### src/design/ddmq_pkg.sv
// ----------------------------------------------------------------------------
// ddmq_pkg
// Shared types, codes and constants of the motion command queue.
// ----------------------------------------------------------------------------
package ddmq_pkg;

    localparam int QUEUE_DEPTH_DEF  = 8;
    localparam int CORDIC_STEPS_DEF = 16;

    localparam int CFG_IDX_W  = 2;
    localparam int CFG_DATA_W = 20;

    localparam logic [CFG_IDX_W-1:0] CFG_STEPS_PER_MM = 2'd0;
    localparam logic [CFG_IDX_W-1:0] CFG_TURN_STEPS   = 2'd1;
    localparam logic [CFG_IDX_W-1:0] CFG_FWD_GAIN     = 2'd2;
    localparam logic [CFG_IDX_W-1:0] CFG_ROT_GAIN     = 2'd3;

    localparam logic [2:0] ACT_ADD      = 3'd0;
    localparam logic [2:0] ACT_GOTO     = 3'd1;
    localparam logic [2:0] ACT_CLEAR    = 3'd2;
    localparam logic [2:0] ACT_DISPATCH = 3'd3;
    localparam logic [2:0] ACT_SET_POSE = 3'd4;

    localparam logic [2:0] DIR_STOP  = 3'd0;
    localparam logic [2:0] DIR_FWD   = 3'd1;
    localparam logic [2:0] DIR_BACK  = 3'd2;
    localparam logic [2:0] DIR_LEFT  = 3'd3;
    localparam logic [2:0] DIR_RIGHT = 3'd4;

    localparam logic [23:0] STEP_MAX     = 24'hFF_FFFF;
    localparam logic [31:0] INV_GAIN_Q32 = 32'd2608131496;
    localparam logic [31:0] OUT_MAX      = 32'h7FFF_FFFF;

    typedef struct packed {
        logic [2:0]         action;
        logic [2:0]         direction;
        logic [23:0]        step_count;
        logic signed [11:0] x_value;
        logic signed [11:0] y_value;
        logic [15:0]        heading_value;
    } t_cmd;

    typedef struct packed {
        logic               accepted;
        logic signed [31:0] left_steps;
        logic signed [31:0] right_steps;
        logic               stop_motors;
        logic               sensor_active;
        logic [2:0]         active_direction;
        logic [3:0]         queue_count;
    } t_res;

    // arctangent of 2^-i as a fraction of a full turn, 2^32 per turn
    function automatic logic [31:0] atan_turn(input logic [4:0] i);
        logic [31:0] v;
        case (i)
            5'd0:  v = 32'd536870912;
            5'd1:  v = 32'd316933406;
            5'd2:  v = 32'd167458907;
            5'd3:  v = 32'd85004756;
            5'd4:  v = 32'd42667331;
            5'd5:  v = 32'd21354465;
            5'd6:  v = 32'd10680862;
            5'd7:  v = 32'd5340245;
            5'd8:  v = 32'd2670163;
            5'd9:  v = 32'd1335087;
            5'd10: v = 32'd667544;
            5'd11: v = 32'd333772;
            5'd12: v = 32'd166886;
            5'd13: v = 32'd83443;
            5'd14: v = 32'd41722;
            5'd15: v = 32'd20861;
            5'd16: v = 32'd10430;
            5'd17: v = 32'd5215;
            5'd18: v = 32'd2608;
            5'd19: v = 32'd1304;
            5'd20: v = 32'd652;
            5'd21: v = 32'd326;
            5'd22: v = 32'd163;
            5'd23: v = 32'd81;
            default: v = 32'd0;
        endcase
        return v;
    endfunction

endpackage

### src/design/ddmq_cordic.sv
// ----------------------------------------------------------------------------
// ddmq_cordic
// Iterative vectoring CORDIC: one rotation step per cycle, gives the
// unscaled radius and the bearing as a 32-bit turn fraction.
// ----------------------------------------------------------------------------
module ddmq_cordic #(
    parameter int CORDIC_STEPS = ddmq_pkg::CORDIC_STEPS_DEF
) (
    input  logic               i_clk,
    input  logic               i_rst_n,
    input  logic               i_start,
    input  logic signed [12:0] i_dx,
    input  logic signed [12:0] i_dy,
    output logic               o_done,
    output logic signed [31:0] o_x,
    output logic [31:0]        o_z
);

    localparam int IW = $clog2(CORDIC_STEPS);

    logic              r_run;
    logic              r_done;
    logic [IW-1:0]     r_i;
    logic signed [31:0] r_x;
    logic signed [31:0] r_y;
    logic [31:0]       r_z;

    logic signed [31:0] dx_ext;
    logic signed [31:0] dy_ext;
    logic signed [31:0] sx;
    logic signed [31:0] sy;
    logic [31:0]        at;

    assign dx_ext = 32'(i_dx);
    assign dy_ext = 32'(i_dy);
    assign sx     = r_x >>> r_i;
    assign sy     = r_y >>> r_i;
    assign at     = ddmq_pkg::atan_turn(5'(r_i));

    always_ff @(posedge i_clk) begin
        if (!i_rst_n) begin
            r_run  <= 1'b0;
            r_done <= 1'b0;
            r_i    <= '0;
        end else begin
            r_done <= 1'b0;
            if (i_start) begin
                r_run <= 1'b1;
                r_i   <= '0;
                // left half plane: flip the vector and start at half a turn
                if (i_dx < 0) begin
                    r_x <= (-dx_ext) <<< 16;
                    r_y <= (-dy_ext) <<< 16;
                    r_z <= 32'h8000_0000;
                end else begin
                    r_x <= dx_ext <<< 16;
                    r_y <= dy_ext <<< 16;
                    r_z <= '0;
                end
            end else if (r_run) begin
                if (r_y >= 0) begin
                    r_x <= r_x + sy;
                    r_y <= r_y - sx;
                    r_z <= r_z + at;
                end else begin
                    r_x <= r_x - sy;
                    r_y <= r_y + sx;
                    r_z <= r_z - at;
                end
                if (r_i == IW'(CORDIC_STEPS - 1)) begin
                    r_run  <= 1'b0;
                    r_done <= 1'b1;
                end else begin
                    r_i <= r_i + 1'b1;
                end
            end
        end
    end

    assign o_done = r_done;
    assign o_x    = r_x;
    assign o_z    = r_z;

endmodule

### src/design/diff_drive_motion_command_queue_unit.sv
// ----------------------------------------------------------------------------
// diff_drive_motion_command_queue_unit
// Motion command FIFO with pose, go-to-point planner and wheel dispatch.
// ----------------------------------------------------------------------------
// Channel   Direction  Handshake                 Payload
// command   in         start & !busy             i_cmd (t_cmd)
// result    out        o_done, one-cycle strobe  o_result (t_res)
// config    in         i_cfg_valid & o_cfg_ready i_cfg_index, i_cfg_data
//
// Add, clear, set pose, unknown actions and dispatch on an empty queue:
// the result is registered and follows in the cycle after start.
// Dispatch: queue memory read, then gain multiply, then the result.
// Goto: one-step-per-cycle CORDIC, then three shared 32x32 multiplier passes.
// Reset is synchronous and needs no clearing pass. The receiver cannot stall.
// ----------------------------------------------------------------------------
module diff_drive_motion_command_queue_unit #(
    parameter int QUEUE_DEPTH  = ddmq_pkg::QUEUE_DEPTH_DEF,
    parameter int CORDIC_STEPS = ddmq_pkg::CORDIC_STEPS_DEF
) (
    input  logic                               i_clk,
    input  logic                               i_rst_n,
    input  logic                               start,
    output logic                               busy,
    input  ddmq_pkg::t_cmd                     i_cmd,
    output logic                               o_done,
    output ddmq_pkg::t_res                     o_result,
    input  logic                               i_cfg_valid,
    output logic                               o_cfg_ready,
    input  logic [ddmq_pkg::CFG_IDX_W-1:0]     i_cfg_index,
    input  logic [ddmq_pkg::CFG_DATA_W-1:0]    i_cfg_data
);

    localparam int QW = (QUEUE_DEPTH > 1) ? $clog2(QUEUE_DEPTH) : 1;
    localparam int CW = $clog2(QUEUE_DEPTH + 1);

    typedef enum logic [3:0] {
        S_IDLE, S_HEAD, S_DISP, S_COR, S_RAD, S_FST, S_TURN, S_PUSH_T, S_PUSH_F
    } t_state;

    t_state          r_state, n_state;
    logic [15:0]     r_spm, n_spm;
    logic [19:0]     r_tpr, n_tpr;
    logic [7:0]      r_fgain, n_fgain;
    logic [7:0]      r_rgain, n_rgain;
    logic [QW-1:0]   r_rd_ptr, n_rd_ptr;
    logic [QW-1:0]   r_wr_ptr, n_wr_ptr;
    logic [CW-1:0]   r_count, n_count;
    logic signed [11:0] r_px, n_px;
    logic signed [11:0] r_py, n_py;
    logic [15:0]     r_head, n_head;
    logic [2:0]      r_cur_dir, n_cur_dir;
    logic            r_sensor, n_sensor;
    logic            r_done, n_done;
    ddmq_pkg::t_res  r_res, n_res;
    logic            r_zero, n_zero;
    logic            r_ok, n_ok;
    logic [15:0]     r_bearing, n_bearing;
    logic [23:0]     r_fsteps, n_fsteps;
    logic [23:0]     r_tsteps, n_tsteps;
    logic [63:0]     r_prod;
    logic [26:0]     r_rd_data;
    logic [26:0]     r_mem [QUEUE_DEPTH];

    logic [31:0]     mul_a, mul_b;
    logic            mem_we;
    logic [26:0]     mem_wdata;
    logic            cor_start, cor_done;
    logic signed [31:0] cor_x;
    logic [31:0]     cor_z;
    logic signed [12:0] dx, dy;
    logic            full;
    logic [QW-1:0]   wr_ptr_inc, rd_ptr_inc;
    logic [15:0]     turn_d;
    logic [16:0]     turn_mag;
    logic [31:0]     disp_n;
    logic [2:0]      head_dir;
    logic [15:0]     z_round;

    assign dx    = 13'(i_cmd.x_value) - 13'(r_px);
    assign dy    = 13'(i_cmd.y_value) - 13'(r_py);
    assign full  = (r_count == CW'(QUEUE_DEPTH));
    assign wr_ptr_inc = (r_wr_ptr == QW'(QUEUE_DEPTH - 1)) ? '0 : r_wr_ptr + 1'b1;
    assign rd_ptr_inc = (r_rd_ptr == QW'(QUEUE_DEPTH - 1)) ? '0 : r_rd_ptr + 1'b1;
    assign turn_d   = r_bearing - r_head;
    assign turn_mag = turn_d[15] ? (17'h10000 - 17'(turn_d)) : 17'(turn_d);
    assign disp_n   = (r_prod[31:0] > ddmq_pkg::OUT_MAX) ? ddmq_pkg::OUT_MAX
                                                          : r_prod[31:0];
    assign head_dir = r_rd_data[26:24];
    assign z_round  = 16'((cor_z + 32'h8000) >> 16);

    ddmq_cordic #(
        .CORDIC_STEPS (CORDIC_STEPS)
    ) u_cordic (
        .i_clk   (i_clk),
        .i_rst_n (i_rst_n),
        .i_start (cor_start),
        .i_dx    (dx),
        .i_dy    (dy),
        .o_done  (cor_done),
        .o_x     (cor_x),
        .o_z     (cor_z)
    );

    always_comb begin
        n_state   = r_state;
        n_spm     = r_spm;
        n_tpr     = r_tpr;
        n_fgain   = r_fgain;
        n_rgain   = r_rgain;
        n_rd_ptr  = r_rd_ptr;
        n_wr_ptr  = r_wr_ptr;
        n_count   = r_count;
        n_px      = r_px;
        n_py      = r_py;
        n_head    = r_head;
        n_cur_dir = r_cur_dir;
        n_sensor  = r_sensor;
        n_done    = 1'b0;
        n_zero    = r_zero;
        n_ok      = r_ok;
        n_bearing = r_bearing;
        n_fsteps  = r_fsteps;
        n_tsteps  = r_tsteps;
        n_res     = r_res;
        mul_a     = '0;
        mul_b     = '0;
        mem_we    = 1'b0;
        mem_wdata = '0;
        cor_start = 1'b0;

        if (i_cfg_valid) begin
            case (i_cfg_index)
                ddmq_pkg::CFG_STEPS_PER_MM: n_spm   = i_cfg_data[15:0];
                ddmq_pkg::CFG_TURN_STEPS:   n_tpr   = i_cfg_data;
                ddmq_pkg::CFG_FWD_GAIN:     n_fgain = i_cfg_data[7:0];
                ddmq_pkg::CFG_ROT_GAIN:     n_rgain = i_cfg_data[7:0];
                default: ;
            endcase
        end

        case (r_state)
            S_IDLE: begin
                if (start) begin
                    n_res = '0;
                    case (i_cmd.action)
                        ddmq_pkg::ACT_ADD: begin
                            if (i_cmd.direction <= ddmq_pkg::DIR_RIGHT && !full) begin
                                mem_we    = 1'b1;
                                mem_wdata = {i_cmd.direction, i_cmd.step_count};
                                n_wr_ptr  = wr_ptr_inc;
                                n_count   = r_count + 1'b1;
                                n_res.accepted = 1'b1;
                            end
                            n_done = 1'b1;
                        end
                        ddmq_pkg::ACT_GOTO: begin
                            cor_start = 1'b1;
                            n_zero    = (dx == '0) && (dy == '0);
                            n_state   = S_COR;
                        end
                        ddmq_pkg::ACT_CLEAR: begin
                            n_count  = '0;
                            n_wr_ptr = r_rd_ptr;
                            n_done   = 1'b1;
                        end
                        ddmq_pkg::ACT_DISPATCH: begin
                            if (r_count != '0) begin
                                n_state = S_HEAD;
                            end else begin
                                n_done = 1'b1;
                            end
                        end
                        ddmq_pkg::ACT_SET_POSE: begin
                            n_px   = i_cmd.x_value;
                            n_py   = i_cmd.y_value;
                            n_head = i_cmd.heading_value;
                            n_done = 1'b1;
                        end
                        default: n_done = 1'b1;
                    endcase
                end
            end
            S_HEAD: begin
                // head entry is on the read register; scale by the gain
                mul_a = 32'(r_rd_data[23:0]);
                if (head_dir == ddmq_pkg::DIR_FWD || head_dir == ddmq_pkg::DIR_BACK) begin
                    mul_b = 32'(r_fgain);
                end else begin
                    mul_b = 32'(r_rgain);
                end
                n_state = S_DISP;
            end
            S_DISP: begin
                n_sensor  = (r_count != CW'(1));
                n_cur_dir = head_dir;
                n_res.accepted = 1'b1;
                case (head_dir)
                    ddmq_pkg::DIR_FWD: begin
                        n_res.left_steps  = disp_n;
                        n_res.right_steps = disp_n;
                    end
                    ddmq_pkg::DIR_BACK: begin
                        n_res.left_steps  = -disp_n;
                        n_res.right_steps = -disp_n;
                    end
                    ddmq_pkg::DIR_LEFT: begin
                        n_res.left_steps  = disp_n;
                        n_res.right_steps = -disp_n;
                    end
                    ddmq_pkg::DIR_RIGHT: begin
                        n_res.left_steps  = -disp_n;
                        n_res.right_steps = disp_n;
                    end
                    default: n_res.stop_motors = 1'b1;
                endcase
                n_rd_ptr = rd_ptr_inc;
                n_count  = r_count - 1'b1;
                n_done   = 1'b1;
                n_state  = S_IDLE;
            end
            S_COR: begin
                if (cor_done) begin
                    mul_a     = (r_zero || cor_x < 0) ? '0 : cor_x;
                    mul_b     = ddmq_pkg::INV_GAIN_Q32;
                    n_bearing = r_zero ? '0 : z_round;
                    n_state   = S_RAD;
                end
            end
            S_RAD: begin
                mul_a   = r_prod[63:32];
                mul_b   = 32'(r_spm);
                n_state = S_FST;
            end
            S_FST: begin
                n_fsteps = (r_prod[63:48] != '0) ? ddmq_pkg::STEP_MAX : r_prod[47:24];
                mul_a    = 32'(turn_mag);
                mul_b    = 32'(r_tpr);
                n_state  = S_TURN;
            end
            S_TURN: begin
                n_tsteps = (r_prod[63:40] != '0) ? ddmq_pkg::STEP_MAX : r_prod[39:16];
                n_state  = S_PUSH_T;
            end
            S_PUSH_T: begin
                n_ok = 1'b1;
                if (turn_d != '0) begin
                    if (full) begin
                        n_ok = 1'b0;
                    end else begin
                        mem_we    = 1'b1;
                        mem_wdata = {turn_d[15] ? ddmq_pkg::DIR_RIGHT : ddmq_pkg::DIR_LEFT,
                                     r_tsteps};
                        n_wr_ptr  = wr_ptr_inc;
                        n_count   = r_count + 1'b1;
                    end
                end
                n_state = S_PUSH_F;
            end
            S_PUSH_F: begin
                if (!full) begin
                    mem_we    = 1'b1;
                    mem_wdata = {ddmq_pkg::DIR_FWD, r_fsteps};
                    n_wr_ptr  = wr_ptr_inc;
                    n_count   = r_count + 1'b1;
                end
                n_res.accepted = r_ok && !full;
                n_done  = 1'b1;
                n_state = S_IDLE;
            end
            default: n_state = S_IDLE;
        endcase

        n_res.sensor_active    = n_sensor;
        n_res.active_direction = n_cur_dir;
        n_res.queue_count      = 4'(n_count);
    end

    always_ff @(posedge i_clk) begin
        if (!i_rst_n) begin
            r_state   <= S_IDLE;
            r_spm     <= 16'd272;
            r_tpr     <= 20'd1000;
            r_fgain   <= 8'd1;
            r_rgain   <= 8'd1;
            r_rd_ptr  <= '0;
            r_wr_ptr  <= '0;
            r_count   <= '0;
            r_px      <= '0;
            r_py      <= '0;
            r_head    <= '0;
            r_cur_dir <= ddmq_pkg::DIR_STOP;
            r_sensor  <= 1'b1;
            r_done    <= 1'b0;
        end else begin
            r_state   <= n_state;
            r_spm     <= n_spm;
            r_tpr     <= n_tpr;
            r_fgain   <= n_fgain;
            r_rgain   <= n_rgain;
            r_rd_ptr  <= n_rd_ptr;
            r_wr_ptr  <= n_wr_ptr;
            r_count   <= n_count;
            r_px      <= n_px;
            r_py      <= n_py;
            r_head    <= n_head;
            r_cur_dir <= n_cur_dir;
            r_sensor  <= n_sensor;
            r_done    <= n_done;
        end
        r_res     <= n_res;
        r_zero    <= n_zero;
        r_ok      <= n_ok;
        r_bearing <= n_bearing;
        r_fsteps  <= n_fsteps;
        r_tsteps  <= n_tsteps;
        r_prod    <= mul_a * mul_b;
    end

    always_ff @(posedge i_clk) begin
        if (mem_we) begin
            r_mem[r_wr_ptr] <= mem_wdata;
        end
        r_rd_data <= r_mem[r_rd_ptr];
    end

    assign busy        = (r_state != S_IDLE);
    assign o_done      = r_done;
    assign o_result    = r_res;
    assign o_cfg_ready = 1'b1;

    a_count_bound: assert property (@(posedge i_clk) disable iff (!i_rst_n)
        r_count <= CW'(QUEUE_DEPTH))
        else $error("queue count above depth");

    a_done_idle: assert property (@(posedge i_clk) disable iff (!i_rst_n)
        o_done |-> !busy)
        else $error("result strobe while busy");

    a_accept_progress: assert property (@(posedge i_clk) disable iff (!i_rst_n)
        (start && !busy) |=> (busy || o_done))
        else $error("accepted item neither in work nor finished");

    a_pop_nonempty: assert property (@(posedge i_clk) disable iff (!i_rst_n)
        (r_state == S_DISP) |-> (r_count != '0))
        else $error("dispatch from empty queue");

endmodule

### config.mk
export PLATFORM = sky130hd
export DESIGN_NAME = diff_drive_motion_command_queue_unit
export DESIGN_NICKNAME = d
export VERILOG_FILES = /design/src/design/ddmq_pkg.sv /design/src/design/ddmq_cordic.sv /design/src/design/diff_drive_motion_command_queue_unit.sv
export SDC_FILE = /design/constraint.sdc
export NUM_CORES = 2
export LEC_CHECK = 0
export ABC_AREA = 1
export BUFFER_PORTS_ARGS = -buffer_cell sky130_fd_sc_hd__buf_2
export CORE_UTILIZATION = 45
export CTS_CLUSTER_SIZE = 16
export DETAILED_ROUTE_END_ITERATION = 7
export PLACE_DENSITY = 0.63
export SLEW_MARGIN = 5
export SYNTH_ARGS = -nofsm -noshare
export SYNTH_HDL_FRONTEND = slang
export SYNTH_HIERARCHICAL = 1
export SYNTH_SLANG_ARGS = --single-unit
### constraint.sdc
create_clock -name i_clk -period 9.03 [get_ports i_clk]
set_clock_uncertainty 0.15 [all_clocks]
set_input_delay 0.903 -clock i_clk [delete_from_list [all_inputs] [get_ports i_clk]]
set_output_delay 0.903 -clock i_clk [all_outputs]
set_load 0.1 [all_outputs]
# Word level (Yosys, flattened, before mapping)
# Memories as Yosys holds them, arrays and structs flattened. A register that Yosys moved wholly into a read port is not among the register bits.
# Cells that the tools add are included.
# word_totals
input_bits	96
ram_bits	216
mem_count	2
output_inout_bits	77
wordCells	211
regBits	417
romBits	480
# mem_list
memory	words	width	rd	rd_ports_with_merged_regs	write_ports	line_no	text
(no name shown)	16	30	1	1	0	ddmq_pkg.sv:56	case (i)
r_mem	8	27	1	1	1	diff_drive_motion_command_queue_unit.sv:62	logic [26:0] r_mem [QUEUE_DEPTH];
# classes
add_sub_neg	19
n_reduce_logical	38
shift	2
eq_ne	33
n_bitwise	3
muxes	75
n_mul	1
order_cmp	5
# ops
operator	n
2-to-1 mux 32 bit	16
case mux 32 bit (4 select lines)	2
case mux 64 bit (4 select lines)	1
2-to-1 mux 27 bit	5
case mux 65 bit (2 select lines)	1
adder 32 bit	3
subtractor 32 bit	3
case mux 27 bit (3 select lines)	1
2-to-1 mux 74 bit	1
multiplier 32 x 32 -> 64 bit	1
>>> shifter 32 x 4 -> 32 bit	2
2-to-1 mux 4 bit	9
adder 32 x 16 -> 32 bit (second input constant)	1
greater-or-equal comparator 32 x 1 -> 1 bit (second input constant)	1
greater-than comparator 32 x 31 -> 1 bit (second input constant)	1
less-than comparator 32 x 1 -> 1 bit (second input constant)	1
negation 13 -> 16 bit	2
negation 32 bit	1
nonzero test 16 bit	2
case mux 4 bit (7 select lines)	1
zero test 13 bit	2
subtractor 12 x 12 -> 13 bit	2
2-to-1 mux 25 bit	1
2-to-1 mux 3 bit	8
49 further kinds	108

# Logic depth before layout (Yosys ltp)
# depth
depth_word	9
mapped_depth	49
ltp_nobuf	48

# Modules after synthesis
# The synthesis kept the hierarchy.
# by_module_without_submodules
module	cells_each	n_inst	area_per_inst_um2	seq_area_each_um2
diff_drive_motion_command_queue_unit	6233	1	54848.9	14624.0
ddmq_cordic	2508	1	15832.7	3603.5

# Worst setup path after synthesis
# No wires, ideal clock.
# synth_timing
path_kind	reg2reg
from	register r_bearing[0]
to	register r_prod[57]
t_required_ns	8.768
path_slack_ns	0.734
stages_incl_launch_ff	40
arrival_ns	8.034
n_path_buf	0
setup_time_ns	0.112
period_less_slack_ns	8.296
path_cell_list	edfxtp_1 inv_1 ha_1 fa_1 nand3b_1 nand2_2 xnor2_1 nand3_2 nor2_2 nand3_2 nor2_2 nand2_1 nor3_2 nand2_2 nand2_1 nand2_1 fa_1 inv_1 [... 4 more ...] inv_1 fa_1 fa_1 fa_1 inv_1 fa_1 inv_1 ha_1 nand2_1 nor2_1 inv_1 nor4_1 nand3_1 nand3_1 a21o_1 nand2_1 nand3_1 nand2_1
# synth_via
elab_chain_cells	5
# synth_lines
element	line_no	text
from (decl)	diff_drive_motion_command_queue_unit.sv:57	logic [15:0] r_bearing, n_bearing;
from (signal assigned)	diff_drive_motion_command_queue_unit.sv:313	r_bearing <= n_bearing;
subtractor 16 bit (*)	diff_drive_motion_command_queue_unit.sv:84	assign turn_d = r_bearing - r_head;
subtractor 17 x 16 -> 17 bit	diff_drive_motion_command_queue_unit.sv:85	assign turn_mag = turn_d[15] ? (17'h10000 - 17'(turn_d)) : 17'(turn_d);
2-to-1 mux 17 bit (*)	diff_drive_motion_command_queue_unit.sv:85	
case mux 32 bit (4 select lines) (*)	diff_drive_motion_command_queue_unit.sv:141	case (r_state)
multiplier 32 x 32 -> 64 bit (*)	diff_drive_motion_command_queue_unit.sv:316	r_prod <= mul_a * mul_b;
to (signal assigned)	diff_drive_motion_command_queue_unit.sv:316	
to (decl)	diff_drive_motion_command_queue_unit.sv:60	logic [63:0] r_prod;
# Every way passes the cells marked *; elsewhere a longest branch is shown, timed or not.
# A chain may end at the register's enable or synchronous reset.

# Worst setup path after layout
# layout_timing
from	register r_bearing[0]
to	register r_prod[54]
# The elaborated chain is that of the path after synthesis.

==> summary.txt <==
Run status
  – Status: finished, final reports clean

Timing
  – Final WS setup: 257 ps
  – RSZ-0062 raised after global routing: yes
  – Slew @ Worst Pin: about 1400 ps
  – Hold WS: ~310 ps
  – Min Clock Period, post-route: about 9000 ps
  – Max-slew violation count: 0
  – Tcrit/Tclk final: 97.2%
  – Setup Viol. Count Final: 0
  – Max_slew headroom: under 10%
  – Final Hold Vio Count: 0
  – Max Freq: between 100 and 150 MHz

Clock tree
  – TritonCTS sink count: 689
  – Worst-path clk slew: ~60 ps
  – CTS Root Cell: clkbuf_16
  – Deepest clock path buffer count: 3
  – Total CTS buffers: 73
  – CTS tree: yes
  – H-tree depth: 3
  – Worst skew pair latency: between 600 and 700 ps
  – Hold buffers post-CTS: 0

Hold path
  – Worst hold path type: reg2reg
  – Worst hold path depth: 2
  – Hold Crit Endpoint: r_py[3]
  – Hold Crit Start: r_py[3]

GRT
  – First-pass GRT wire length: 368000 um
  – Met3 Use GR: 3.81%
  – Gr busiest metal: met2
  – Total track usage: 30.7%
  – GR Util met1: 42.2%
  – Routing usage on met2: between 40% and 50%
  – Initial antenna violation count: 6
  – Number of global-route vias before repair: 59500
  – Largest net degree at the start of global routing: 86
  – Gr ovfl total: 0

Power
  – Power per cell area: ~200 mW/mm^2
  – Total power: approximately 16000 uW
  – Leak: between 0.03 and 0.04 uW
  – Internal power: 7990 uW
  – Reg power frac: a little over a quarter
  – Net Sw Frac: between 40 and 50%
  – Clock power share: between 10% and 20%
  – Maximum vdd drop: slightly above 0.3 mV
  – Combinational share of power: a little over half
  – Net Switching: around 7900 uW

Logic synthesis
  – Synth Area per Inst: between 8 and 9 um^2
  – Synthesized cell area: roughly 0.071 mm^2
  – Synth cell types: between 70 and 80
  – Synth warn: 6
  – Ys flop type: edfxtp_1
  – Count leader, synth: inv_1
  – Top area cells in the synthesized netlist: fa_1 (22%), edfxtp_1 (19%), inv_1 (8.7%)
  – Seq/Total Area, Yosys: ~26%
  – #FFs+latches synth: approximately 690
  – Fraction of registers with async set/reset: 0%
  – Syn Inst Count: 8741
  – Commonest cells post-synth: inv_1 (1639), nand2_1 (1606), nor2_1 (900)
  – EDFF count, synth: approximately 440
  – Yosys top cell by area: fa_1
  – Area fraction of the dominant cell type after synthesis: around 22%

Setup path
  – FF-to-FF path depth: just over 40
  – Launching point of the worst reg2reg path: r_bearing[0]
  – Element type at the critical path end: register
  – Critical path type: reg2reg
  – CP startpoint kind: register
  – Required time of the worst setup path: ~9400 ps
  – CP max stage delay: just over 600 ps
  – CP max stage cell: fa_1
  – R2R Setup Slk: about 260 ps
  – Reg2reg end: r_prod[54]
  – Largest fanout on the critical path: 5
  – CP arrival: 9170 ps
  – Most frequent CP cell: fa_1

Final layout
  – Nets: around 10000
  – Layout cells sized above 1: about an eighth
  – Util after Layout: about half
  – Non-filler cells in the finished layout: approximately 11000
  – Synth-to-layout area growth: 12.5%

Flow run
  – Max-Cap Viols: 0

Floorplanning
  – Core area: between 0.15 and 0.2 mm^2
  – Die ar.: roughly 0.16 mm^2
  – Row Count: around 150
  – Chip Width: roughly 400 um
  – Die Ht: 398 um
  – Initial Utilization: about 45%
  – I/O Pins: approximately 170

Drt
  – Vias: 61000
  – Post-route DRC: 0
  – Wire length per cell: around 22 um
  – Post-Route WL: 244000 um
  – DRT iter0 DRCs: a little over 6000
  – DRT Pass-1 Iters: 8
  – Antenna-violating nets left: 0
  – Vias/cell: 5.43

Place
  – Dpl cells: about 11000
  – Hpwl dp: 197000 um
  – Placer congestion estimate: between 0.9 and 1
  – Pre-CTS setup slack: -311 ps
  – IO Port Bufs: between 150 and 200
sequential cells by signal, indices dropped and copies added (netlist names), 24 cells and up:
| register | cells |
|---|---|
| o_result | 73 |
| r_fsteps | 24 |
| r_mem | 216 |
| r_prod | 64 |
| r_rd_data | 27 |
| r_tsteps | 24 |
| u_cordic/at | 30 |
| u_cordic/o_x | 32 |
| u_cordic/o_z | 32 |
| u_cordic/r_y | 32 |
critical path: cells and delay by family (launching register included):
kind                       cells  cell delay [ps]
adders and majority gates     11             4890
and+or+nand+nor               15             1310
buffers and inverters          9             1040
AOI/OAI and AO/OA              5              750
DFF                            1              340
xor gates and xnor gates       1              180
stage by stage:
step	cell area [um^2]	TNS, ps
floorplan	70900	0
global placement	75900	-1010
detailed placement	75900	-1850
CTS	78400	0
global route	79500	-310
finish	79500	0
how the worst max path moves through the flow:
stage | slack [ps] | end | cells past startpoint | startpoint
floorplan | 730 | r_prod[57] | 39 | r_bearing[0]
global placement | -240 | r_prod[40] | 40 | r_bearing[0]
detailed placement | -310 | r_prod[40] | 40 | r_bearing[0]
CTS | 0.7 | r_prod[56] | 40 | r_bearing[0]
global route | -70 | r_prod[54] | 44 | r_bearing[0]
finish | 260 | r_prod[54] | 41 | r_bearing[0]
layout by cell type (no fill, tap or decap), types with 43 or more instances in the layout:
master and n:
inv_1 1619, nand2_1 1584, nor2_1 866, fa_1 765, o21ai_0 464, ha_1 445, edfxtp_1 443, nand3_1 440
a21oi_1 415, buf_4 356, dfxtp_1 239, buf_2 171, xor2_1 131, a31oi_1 108, clkbuf_16 77, nand4_1 76
nor3_1 70, xnor2_1 60, conb_1 57, nand2_2 55, inv_2 48, a21oi_2 44, nor2_2 43
kinds of logic (layout without fill, tap and decap cells):
group / Yosys count / count (layout) / synth area share (%)
compound gates: 1323 / 1323 / 10.6
xor+xnor: 198 / 198 / 2.50
fa+ha+maj: 1248 / 1248 / 30.4
buf+inv: 1977 / 2365 / 10.9
flops: 689 / 689 / 25.8
other cells: 2 / 63 / 0.0106
simple gates: 3304 / 3304 / 19.8
timing repair:
item,in CTS,in global routing
endpoints found under the setup margin,21,44
pin swaps,5,66
buffers inserted,2,14
gates resized for setup,22,223
cloned,0,2
power by group through the flow:
stage | combinational [uW] | sequential (uW) | clock (uW)
global route | 9200 | 4290 | 3290
floorplan | 4650 | 5300 | 0
CTS | 8320 | 4260 | 3170
global placement | 8210 | 4320 | 0
finish | 8510 | 4270 | 3130
detailed placement | 8280 | 4330 | 0
per-layer routing:
layer | wire length (um) | up-vias
li1 | - | 28600
met1 | 104000 | 29700
met2 | 113000 | 2332
met3 | 16700 | 397
met4 | 10200 | 6
met5 | 42 | -
cell type report:
cell class / count / area (um^2)
Antenna cell: 6 / 15.0
Clock buffer: 100 / 2050
Clock inverter: 35 / 394
Fill cell: 15100 / 76500
Inverter: 1683 / 6340
Multi-Input combinational cell: 6130 / 46000
Sequential cell: 689 / 18200
Tap cell: 2058 / 2570
Timing Repair Buffer: 547 / 3890
Note: power is estimated with default switching activity, not from simulation.
